`src/scsc_pkg.sv`:
```
// Package for the sparse CSC matrix store: shared types and constants.
// No dependencies.
`timescale 1ns / 1ps
package scsc_pkg;
   localparam logic ACT_READ  = 1'b0;
   localparam logic ACT_WRITE = 1'b1;
   localparam logic STAT_DONE = 1'b0;
   localparam logic STAT_FULL = 1'b1;

   typedef enum logic [3:0] {
      ST_IDLE,
      ST_PTR0,
      ST_PTR1,
      ST_SCAN,
      ST_SCAN_CHK,
      ST_SHIFT_RD,
      ST_SHIFT_WR,
      ST_INSERT,
      ST_BUMP,
      ST_DONE
   } state_type;

   typedef struct packed {
      logic load;
      logic ptr_rd_first;
      logic ptr_rd_last;
      logic ptr_cap_first;
      logic ptr_cap_last;
      logic scan_step;
      logic found;
      logic set_pos;
      logic shift_init;
      logic shift_rd;
      logic shift_wr;
      logic insert;
      logic bump_init;
      logic bump_step;
      logic respond;
      logic full;
   } cmd_type;

   typedef struct packed {
      logic is_write;
      logic in_range;
      logic full;
      logic scan_done;
      logic hit;
      logic greater;
      logic shift_done;
      logic bump_done;
      logic clearing;
   } stat_type;
endpackage

```
`src/scsc_ctrl.sv`:
```
// Controller state machine of the sparse CSC store.
// Depends on scsc_pkg.
`timescale 1ns / 1ps
module scsc_ctrl (
   input  logic                 clock,
   input  logic                 reset,
   input  logic                 start,
   output logic                 busy,
   input  scsc_pkg::stat_type   stat,
   output scsc_pkg::cmd_type    cmd
);
   scsc_pkg::state_type state_ff, state_in;

   always_ff @(posedge clock) begin
      if (reset) state_ff <= scsc_pkg::ST_IDLE;
      else       state_ff <= state_in;
   end

   always_comb begin
      state_in = state_ff;
      unique case (state_ff)
         scsc_pkg::ST_IDLE:     if (start && !stat.clearing) state_in = scsc_pkg::ST_PTR0;
         scsc_pkg::ST_PTR0: begin
            if (!stat.in_range) state_in = scsc_pkg::ST_DONE;
            else if (stat.is_write && stat.full) state_in = scsc_pkg::ST_DONE;
            else state_in = scsc_pkg::ST_PTR1;
         end
         scsc_pkg::ST_PTR1:     state_in = scsc_pkg::ST_SCAN;
         scsc_pkg::ST_SCAN: begin
            if (stat.scan_done)
               state_in = stat.is_write ? scsc_pkg::ST_SHIFT_RD : scsc_pkg::ST_DONE;
            else state_in = scsc_pkg::ST_SCAN_CHK;
         end
         scsc_pkg::ST_SCAN_CHK: begin
            if (!stat.is_write && stat.hit) state_in = scsc_pkg::ST_DONE;
            else if (stat.is_write && stat.greater) state_in = scsc_pkg::ST_SHIFT_RD;
            else state_in = scsc_pkg::ST_SCAN;
         end
         scsc_pkg::ST_SHIFT_RD:
            state_in = stat.shift_done ? scsc_pkg::ST_INSERT : scsc_pkg::ST_SHIFT_WR;
         scsc_pkg::ST_SHIFT_WR: state_in = scsc_pkg::ST_SHIFT_RD;
         scsc_pkg::ST_INSERT:   state_in = scsc_pkg::ST_BUMP;
         scsc_pkg::ST_BUMP:     if (stat.bump_done) state_in = scsc_pkg::ST_DONE;
         scsc_pkg::ST_DONE:     state_in = scsc_pkg::ST_IDLE;
         default:               state_in = scsc_pkg::ST_IDLE;
      endcase
   end

   always_comb begin
      cmd  = '0;
      busy = (state_ff != scsc_pkg::ST_IDLE) || stat.clearing;
      unique case (state_ff)
         scsc_pkg::ST_IDLE: begin
            cmd.load = start && !stat.clearing;
            cmd.ptr_rd_first = start && !stat.clearing;
         end
         scsc_pkg::ST_PTR0: begin
            cmd.ptr_cap_first = 1'b1;
            cmd.ptr_rd_last = 1'b1;
            cmd.full = stat.is_write && stat.full && stat.in_range;
         end
         scsc_pkg::ST_PTR1: begin
            cmd.ptr_cap_last = 1'b1;
         end
         scsc_pkg::ST_SCAN: begin
            cmd.shift_init = stat.scan_done && stat.is_write;
         end
         scsc_pkg::ST_SCAN_CHK: begin
            cmd.found = !stat.is_write && stat.hit;
            cmd.set_pos = stat.is_write && stat.greater;
            cmd.shift_init = stat.is_write && stat.greater;
            cmd.scan_step = !(stat.is_write && stat.greater) && !(!stat.is_write && stat.hit);
         end
         scsc_pkg::ST_SHIFT_RD: cmd.shift_rd = !stat.shift_done;
         scsc_pkg::ST_SHIFT_WR: cmd.shift_wr = 1'b1;
         scsc_pkg::ST_INSERT: begin
            cmd.insert = 1'b1;
            cmd.bump_init = 1'b1;
         end
         scsc_pkg::ST_BUMP:     cmd.bump_step = 1'b1;
         scsc_pkg::ST_DONE:     cmd.respond = 1'b1;
         default: ;
      endcase
   end
endmodule

```
`config.mk`:
```
export PLATFORM = sky130hd
export DESIGN_NAME = scsc_ctrl
export DESIGN_NICKNAME = d
export VERILOG_FILES = /design/src/scsc_pkg.sv /design/src/scsc_ctrl.sv
export SDC_FILE = /design/constraint.sdc
export NUM_CORES = 1
export LEC_CHECK = 0
export ABC_AREA = 1
export BUFFER_PORTS_ARGS = -buffer_cell sky130_fd_sc_hd__buf_2
export CORE_AREA = 5 5 42 44
export CTS_BUF_LIST = sky130_fd_sc_hd__clkbuf_8
export CTS_CLUSTER_SIZE = 8
export DETAILED_ROUTE_END_ITERATION = 10
export DIE_AREA = 0 0 47 49
export HOLD_SLACK_MARGIN = 0.15
export PLACE_DENSITY = 0.69
export SLEW_MARGIN = 20
export SYNTH_ARGS = -nofsm -noshare
export SYNTH_HDL_FRONTEND = slang
export SYNTH_SLANG_ARGS = --single-unit
```
`constraint.sdc`:
```
create_clock -name clock -period 2.6 [get_ports clock]
set_input_delay 0.13 -clock clock [delete_from_list [all_inputs] [get_ports clock]]
set_output_delay 0.13 -clock clock [all_outputs]
set_load 0.01 [all_outputs]
```
After elaboration in Yosys (flattened, before gate mapping) --
Cells that the tools add are included.
Storage, ports and cells: flip-flop bits (word level) 4, bits of input ports 12, logic and storage cells 49
Operators by class: eq/ne operators 11, muxes and demuxes 21, reduce and logical (&&, ||, !) cells 16
Operator list (count):
- $pmux W4 S9 | 1
- $mux W4 | 7
- $eq A4 B3 Y1 const B | 4
- $eq A4 B2 Y1 const B | 2
- $eq A4 B4 Y1 const B | 2
- $logic_and A1 B1 Y1 | 7
- $mux W1 | 7
- $mux W2 | 3
- $mux W3 | 2
- $logic_not A1 Y1 | 5
- $eq A4 B1 Y1 const B | 1
- $logic_not A4 Y1 | 1
- $ne A2 B2 Y1 const B | 2
- $reduce_bool A4 Y1 | 1
- $pmux W1 S2 | 1
- $reduce_and A2 Y1 | 1
- $logic_or A1 B1 Y1 | 1

Longest topological paths before layout --
Gate-level depths: netlist of run 1.
depth in word-level cells 5, gate-level depth with buffers 7, gate-level depth less buffers 7

Worst setup path after synthesis of run 1 --
OpenSTA, ideal clock, no wires.
kind reg2out, start point register state_ff[1], end point output cmd[15] (netlist bit), arrival time 1.113 ns, slack 1.357 ns, stages on the path, launching flop included 5, cell sequence dfxtp_1 -> nor2_4 -> nand2_2 -> nor3_1 -> buf_4
RTL lines:
- start, declared | RTL line scsc_ctrl.sv:12 | scsc_pkg::state_type state_ff, state_in;
- start signal, assigned | RTL line scsc_ctrl.sv:15 | if (reset) state_ff <= scsc_pkg::ST_IDLE;
- start signal, assigned | RTL line scsc_ctrl.sv:16 | else state_ff <= state_in;
- end, declared | RTL line scsc_ctrl.sv:10 | output scsc_pkg::cmd_type cmd

==> impl_metrics.csv, run 1 <==
group,metric,value,unit
outcome,status,"finished, final reports clean",
timing,slew_viol_final,0,
timing,hold_violations,0,
clock_network,clock-sinks,4,
grt,first_global_vias,509,
cells_and_area,final_common_cell,"buf_2",
clock_network,cts_tree,"yes",
floorplanning,die_h,49,µm
setup_path,end_kind,"output port",
yosys,synth_fp_nets,91,
setup_path,slowest_stage,"dfxtp_1",
detailed_routing,avgRoutedWirePerCell,9.63,µm
timing,slew_headroom,0.779,
clock_network,cts_setup_buffers,0,
yosys,yosysSeqAreaShare,0.184,
cells_and_area,layout-drive-gt1-share,0.417,
worst_hold_path,min_path_cells,4,
placed_design,place.port_buffers,28,
cells_and_area,num-nets-final,122,
yosys,yosysUniqueCellTypes,16,
cells_and_area,largest_reg_flops,4,
setup_path,critPathMaxFanout,8,
yosys,yosysTopAreaCell,"dfxtp_1",
power,leakagePower,0.398,nW
floorplanning,num_io_pins,29,
setup_path,timing.critical_path.buf_inv,1,
grt,antenna_found_initial,0,
grt,gr-total-overflow,0,
floorplanning,dieArea,2300,µm²
run,cap_violations,0,
yosys,yosysWarnings,0,
timing,fin_skew,0.00378,ns
setup_path,cp.depth,4,
detailed_routing,drt-total-wl,1190,µm
setup_path,cp_top_family,"simple AND/OR/NAND/NOR gates",
detailed_routing,viasPerCell,4.51,
yosys,synth_top_area_frac,0.184,
clock_network,cts-root-buf,"clkbuf_8",
yosys,synth-seq-cells,4,
timing,timing.final.crit_share,0.562,
floorplanning,coreArea,1400,µm²
clock_network,clock_path_buffers,2,
placed_design,dp_hpwl,999,µm
yosys,netlist_area,435,µm²
clock_network,htree_levels,1,
yosys,synth_area_leaders,"dfxtp_1 (18%), nand2_1 (15%), nand3_1 (10%)",
worst_hold_path,hold_path.class,"in2reg",
setup_path,slowest_delay,0.36,ns
timing,fin_crit,1.46,ns
detailed_routing,num_vias,559,
cells_and_area,syn_to_final_growth,43.4,%
detailed_routing,dr.pass1.iters,2,
timing,worst_pin_slew,0.331,ns
setup_path,required,2.47,ns
grt,grt_pass1_wl,2060,µm
timing,layout_setup_ws,1.14,ns
floorplanning,start_util,0.311,
floorplanning,die_w,47,µm
setup_path,reg2regPathDepth,5,
clock_network,path_clk_slew,0.03,ns
cells_and_area,top_regs,"state_ff (4)",
setup_path,crit_type,"reg2out",
detailed_routing,first_iter_violations,6,
timing,rsz0062_at_grt,"no",
clock_network,clock_latency,0.22,ns
grt,grt_max_degree,9,
floorplanning,rows,14,
timing,setup_tns,0,ns
yosys,synthCells,79,
grt,grtUsageTotal,0.120,
placed_design,pre_cts_ws,1.38,ns
cells_and_area,diodes,0,
setup_path,cp.arrival,1.33,ns
setup_path,cp-start-kind,"register",
detailed_routing,drc,0,
timing,setup_viol,0,
power,ir_worst_vdd,0.551,mV
power,powerDensity,571,nW/µm²
cells_and_area,final_cell_mix,"buf_2 (28), nand2_1 (17), nor2_1 (12), inv_1 (12), nand3_1 (9)",
clock_network,cts_made_buffers,3,
placed_design,gp_congestion,0.815,
yosys,syn_area_per_cell,5.51,µm²
detailed_routing,ant_nets,0,
timing,timing.fmax,684,MHz
setup_path,crit_path_cell_trace,"nor2_2 > nand2_2 > nor3b_1 > buf_2",
cells_and_area,largest_register,"state_ff",
==> synth_stat cells, drive strengths merged <==
master and number:
nand2 20, inv 17, nor2 17, nand3 9
dfxtp 4, buf 3, nor3 3, o21ai 3
a31oi 1, nand4 1, nor3b 1
==> area by class of cell <==
| class | count | area (µm²) |
|---|---|---|
| fill | 155 | 777 |
| multi-input combinational | 55 | 269 |
| timing repair buffer | 29 | 150 |
| sequential | 4 | 80.1 |
| inverter | 17 | 63.8 |
| clock buffer | 3 | 41.3 |
| tap | 16 | 20.0 |
==> worst min-delay path: cells and delay by family <==
kind                   cells  cell delay [ns]
AO/OA/AOI/OAI              1             0.08
AND/OR/NAND/NOR            2             0.14
buffers and inverters      1             0.09
==> path summary, 6_finish.rpt <==
check / endpoint / from / slack, ns
max: cmd[0] / state_ff[3] / 1.14
min: state_ff[2] / stat[5] / 0.28
max reg2reg: state_ff[0] / state_ff[3] / 1.47
min reg2reg: state_ff[0] / state_ff[0] / 0.65
==> routing by layer <==
layer | up-vias | share of wire | track usage
li1 | 300 | - | -
met1 | 233 | 0.47 | 0.162
met2 | 26 | 0.42 | 0.170
met3 | 0 | 0.11 | 0.0554
met4 | 0 | 0 | 0.0276
met5 | - | 0 | 0
==> per-stage QoR <==
stage / utilization / power, W / area [µm²] / instances / hold WS, ns
floorplan: - / 0.000189 / 435 / 79 / 0.199
global placement: 0.409 / 0.000224 / 573 / 120 / 0.356
detailed placement: 0.409 / 0.000226 / 573 / 120 / 0.357
CTS: 0.446 / 0.000363 / 624 / 124 / 0.276
global route: 0.446 / 0.000390 / 624 / 124 / 0.295
finish: 0.446 / 0.000357 / 624 / 124 / 0.282
==> cells by family after synthesis <==
| kind of cell | Yosys count | synth area share |
|---|---|---|
| and+or+nand+nor | 51 | 0.569 |
| AOI/OAI and AO/OA | 4 | 0.0488 |
| buffers and inverters | 20 | 0.198 |
| DFF | 4 | 0.184 |
==> timing repair <==
| action | CTS | global route |
|---|---|---|
| hold buffers | 1 | 0 |
| resized for setup | 0 | 0 |
| endpoints found under the hold margin | 4 | 0 |
==> report_power, final <==
| group | leakage (nW) | switching (W) | total, W | internal, W |
|---|---|---|---|---|
| clock network | 0.0216 | 0.0000323 | 0.000131 | 0.0000987 |
| registers | 0.0326 | 0.0000158 | 0.0000859 | 0.0000701 |
| logic | 0.344 | 0.0000859 | 0.000140 | 0.0000538 |
| total | 0.398 | 0.000134 | 0.000357 | 0.000223 |
Note: power is estimated with default switching activity, not from simulation.
==> run 2: changes to the inputs <==
Settings changed: ABC_AREA 1 to 0, CORE_AREA 5 5 42 44 to unset, CORE_MARGIN set to 5, CORE_UTILIZATION set to 35, DIE_AREA 0 0 47 49 to unset, PLACE_DENSITY 0.69 to 0.75.
Clock period 2.6 ns to 1.25 ns, I/O delays scaled along.
==> run 2 against run 1 <==
Synthesized area up 4.3%. Clock power rose by 110%. Worst setup slack worse by 1.4 ns. Sequential cell count unchanged. The run now ends with setup timing left. Routed wire length is 35% higher. Final area grew 33%. Largest cell class unchanged.
==> impl_metrics.csv, run 2 <==
group,metric,value,unit
outcome,status,"complete, but fails checks",
outcome,violations,"setup timing",
yosys,synth_fp_nets,81,
yosys,synth_most_common_cell,"nor2_1",
floorplanning,start_util,0.358,
detailed_routing,ant_nets,0,
cells_and_area,largest_register,"state_ff",
timing,fin_crit,1.47,ns
cells_and_area,top_regs,"state_ff (4)",
setup_path,reg2regPathDepth,4,
yosys,yosysWarnings,0,
setup_path,crit_type,"reg2out",
floorplanning,coreArea,1270,µm²
clock_network,clock_latency,0.22,ns
cells_and_area,fillers,112,
clock_network,clock-sinks,4,
setup_path,critPathMaxFanout,6,
yosys,synth-xor-area-share,0,
yosys,yosysUniqueCellTypes,31,
timing,worst_pin_slew,0.314,ns
timing,setup_viol,13,
power,powerDensity,1910,nW/µm²
timing,slew_headroom,0.790,
timing,timing.final.crit_share,1.18,
setup_path,crit_path_cell_trace,"or4b_4 > o32ai_2 > buf_2",
floorplanning,dieArea,2120,µm²
yosys,netlist_area,454,µm²
yosys,synth_simple_gate_area_share,0.482,
yosys,yosysSeqAreaShare,0.176,
detailed_routing,avgRoutedWirePerCell,12.9,µm
power,power,0.00159,W
worst_hold_path,holdPathEnd,"state_ff[0]",
grt,grt_max_degree,8,
yosys,synth-seq-cells,4,
cells_and_area,syn_to_final_growth,83.2,%
yosys,synthCells,69,
cells_and_area,layout-drive-gt1-share,0.609,
grt,grtUsageTotal,0.173,
detailed_routing,viasPerCell,5.29,
floorplanning,num_io_pins,29,
clock_network,cts-root-buf,"clkbuf_8",
placed_design,gp_congestion,0.924,
detailed_routing,drc,0,
yosys,synth_top_area_frac,0.176,
detailed_routing,num_vias,661,
clock_network,cts_made_buffers,3,
setup_path,slowest_delay,0.57,ns
yosys,synthMuxAreaShare,0,
grt,antenna_found_initial,0,
setup_path,end_kind,"output port",
worst_hold_path,hold_path.class,"in2reg",
grt,grt_pass1_wl,2660,µm
timing,hold_violations,0,
setup_path,cp.arrival,1.41,ns
clock_network,clock_path_buffers,2,
timing,fin_skew,0.00493,ns
floorplanning,die_h,46.0,µm
grt,gr-total-overflow,0,
timing,timing.fmax,680,MHz
yosys,syn_area_per_cell,6.58,µm²
setup_path,slowest_stage,"or4b_4",
timing,rsz0062_at_grt,"yes",
floorplanning,die_w,46.0,µm
setup_path,r2r_slack,-0.02,ns
yosys,netlist_top_cells_count,"nor2_1 (11), nand2_1 (7), nand2b_1 (5), a21oi_1 (4), dfxtp_1 (4)",
setup_path,timing.critical_path.buf_inv,1,
detailed_routing,dr.pass1.iters,4,
timing,setup_tns,-1.36,ns
timing,layout_setup_ws,-0.221,ns
cells_and_area,final_common_cell,"buf_2",
grt,first_global_vias,670,
setup_path,r2r_end,"state_ff[3]",
worst_hold_path,min_from,"stat[1]",
detailed_routing,first_iter_violations,4,
clock_network,htree_levels,1,
power,ir_worst_vdd,0.861,mV
yosys,synth_top_family_by_area,"simple AND/OR/NAND/NOR gates",
setup_path,rr_startpoint,"state_ff[2]",
worst_hold_path,min_path_cells,3,
clock_network,cts_tree,"yes",
yosys,synth-compound-area-share,0.215,
cells_and_area,final_cell_mix,"buf_2 (27), buf_4 (14), nor2_1 (9)",
clock_network,path_clk_slew,0.03,ns
cells_and_area,num-nets-final,124,
setup_path,required,1.19,ns
yosys,synth_area_leaders,"dfxtp_1 (18%), nor2_1 (9.1%), nand2b_1 (6.9%)",
yosys,yosysTopAreaCell,"dfxtp_1",
floorplanning,rows,13,
yosys,synth-edff-count,0,
cells_and_area,largest_reg_flops,4,
yosys,synth-async-reset-ratio,0,
timing,slew_viol_final,0,
power,leakagePower,0.412,nW
placed_design,place.port_buffers,28,
cells_and_area,diodes,0,
setup_path,cp_top_family,"simple AND/OR/NAND/NOR gates",
run,cap_violations,0,
yosys,synthAdderAreaFrac,0,
placed_design,dp_hpwl,1260,µm
detailed_routing,drt-total-wl,1610,µm
setup_path,cp-start-kind,"register",
yosys,synthFlopType,"dfxtp_1",
run 2: cell types whose count changed after synthesis, sizes merged, moves of 4 or more:
cell	change
inv	-14
nand2	-13
nand3	-7
a21oi	+5
nand2b	+5
nor2	-4
run 2: cell type report:
cell class	instances	area, µm²	area share
multi-input combinational	55	384	0.462
tap	15	18.8	0.0226
clock buffer	3	41.3	0.0496
inverter	3	11.3	0.0135
timing repair buffer	45	284	0.341
sequential	4	92.6	0.111
run 2: power breakdown:
group	internal [W]	switching, W
clock network	0.000205	0.0000666
registers	0.000195	0.0000890
logic	0.000547	0.000483
run 2: logic make-up (layout without fill, tap and decap cells):
logic type | count (synthesis) | after routing
buf+inv | 10 | 51
compound gates | 15 | 15
flops | 4 | 4
simple gates | 40 | 40
run 2: timing repair:
item | 4_1_cts | 5_1_grt
setup buffers | 2 | 0
endpoints found under the hold margin | 2 | 0
endpoints found under the setup margin | 17 | 17
hold buffers | 1 | 0
gates resized for setup | 12 | 10
pin swaps | 3 | 2
run 2: worst max path at each step:
stage	cells past startpoint	end	slack, ns	start
2_1_floorplan	4	state_ff[3]	0.01	state_ff[2]
3_3_place_gp	4	state_ff[0]	-0.07	state_ff[3]
3_5_place_dp	4	state_ff[0]	-0.09	state_ff[3]
4_1_cts	3	cmd[7]	-0.23	state_ff[1]
5_1_grt	3	cmd[7]	-0.26	state_ff[1]
6_report	3	cmd[7]	-0.22	state_ff[0]
run 2: tightest hold or removal path, stage by stage:
cell and delay (ns):
buf_2 0.10, nand3b_1 0.09, a2111oi_2 0.08
run 2: per-stage QoR:
step	cells	hold WS [ns]	worst slack [ns]	util	area [µm²]
finish	125	0.158	-0.221	0.656	832
global route	125	0.182	-0.259	0.656	832
CTS	125	0.153	-0.227	0.620	787
detailed placement	119	0.290	-0.0934	0.537	682
global placement	119	0.289	-0.0690	0.537	682
floorplan	69	0.129	0.0136	-	464
run 2: per-layer routing:
layer / GRT usage / vias to the layer above / wire [µm]
li1: - / 323 / -
met1: 0.195 / 299 / 687
met2: 0.294 / 33 / 721
met3: 0.0672 / 6 / 147
met4: 0.0568 / 0 / 56
met5: 0 / - / 0
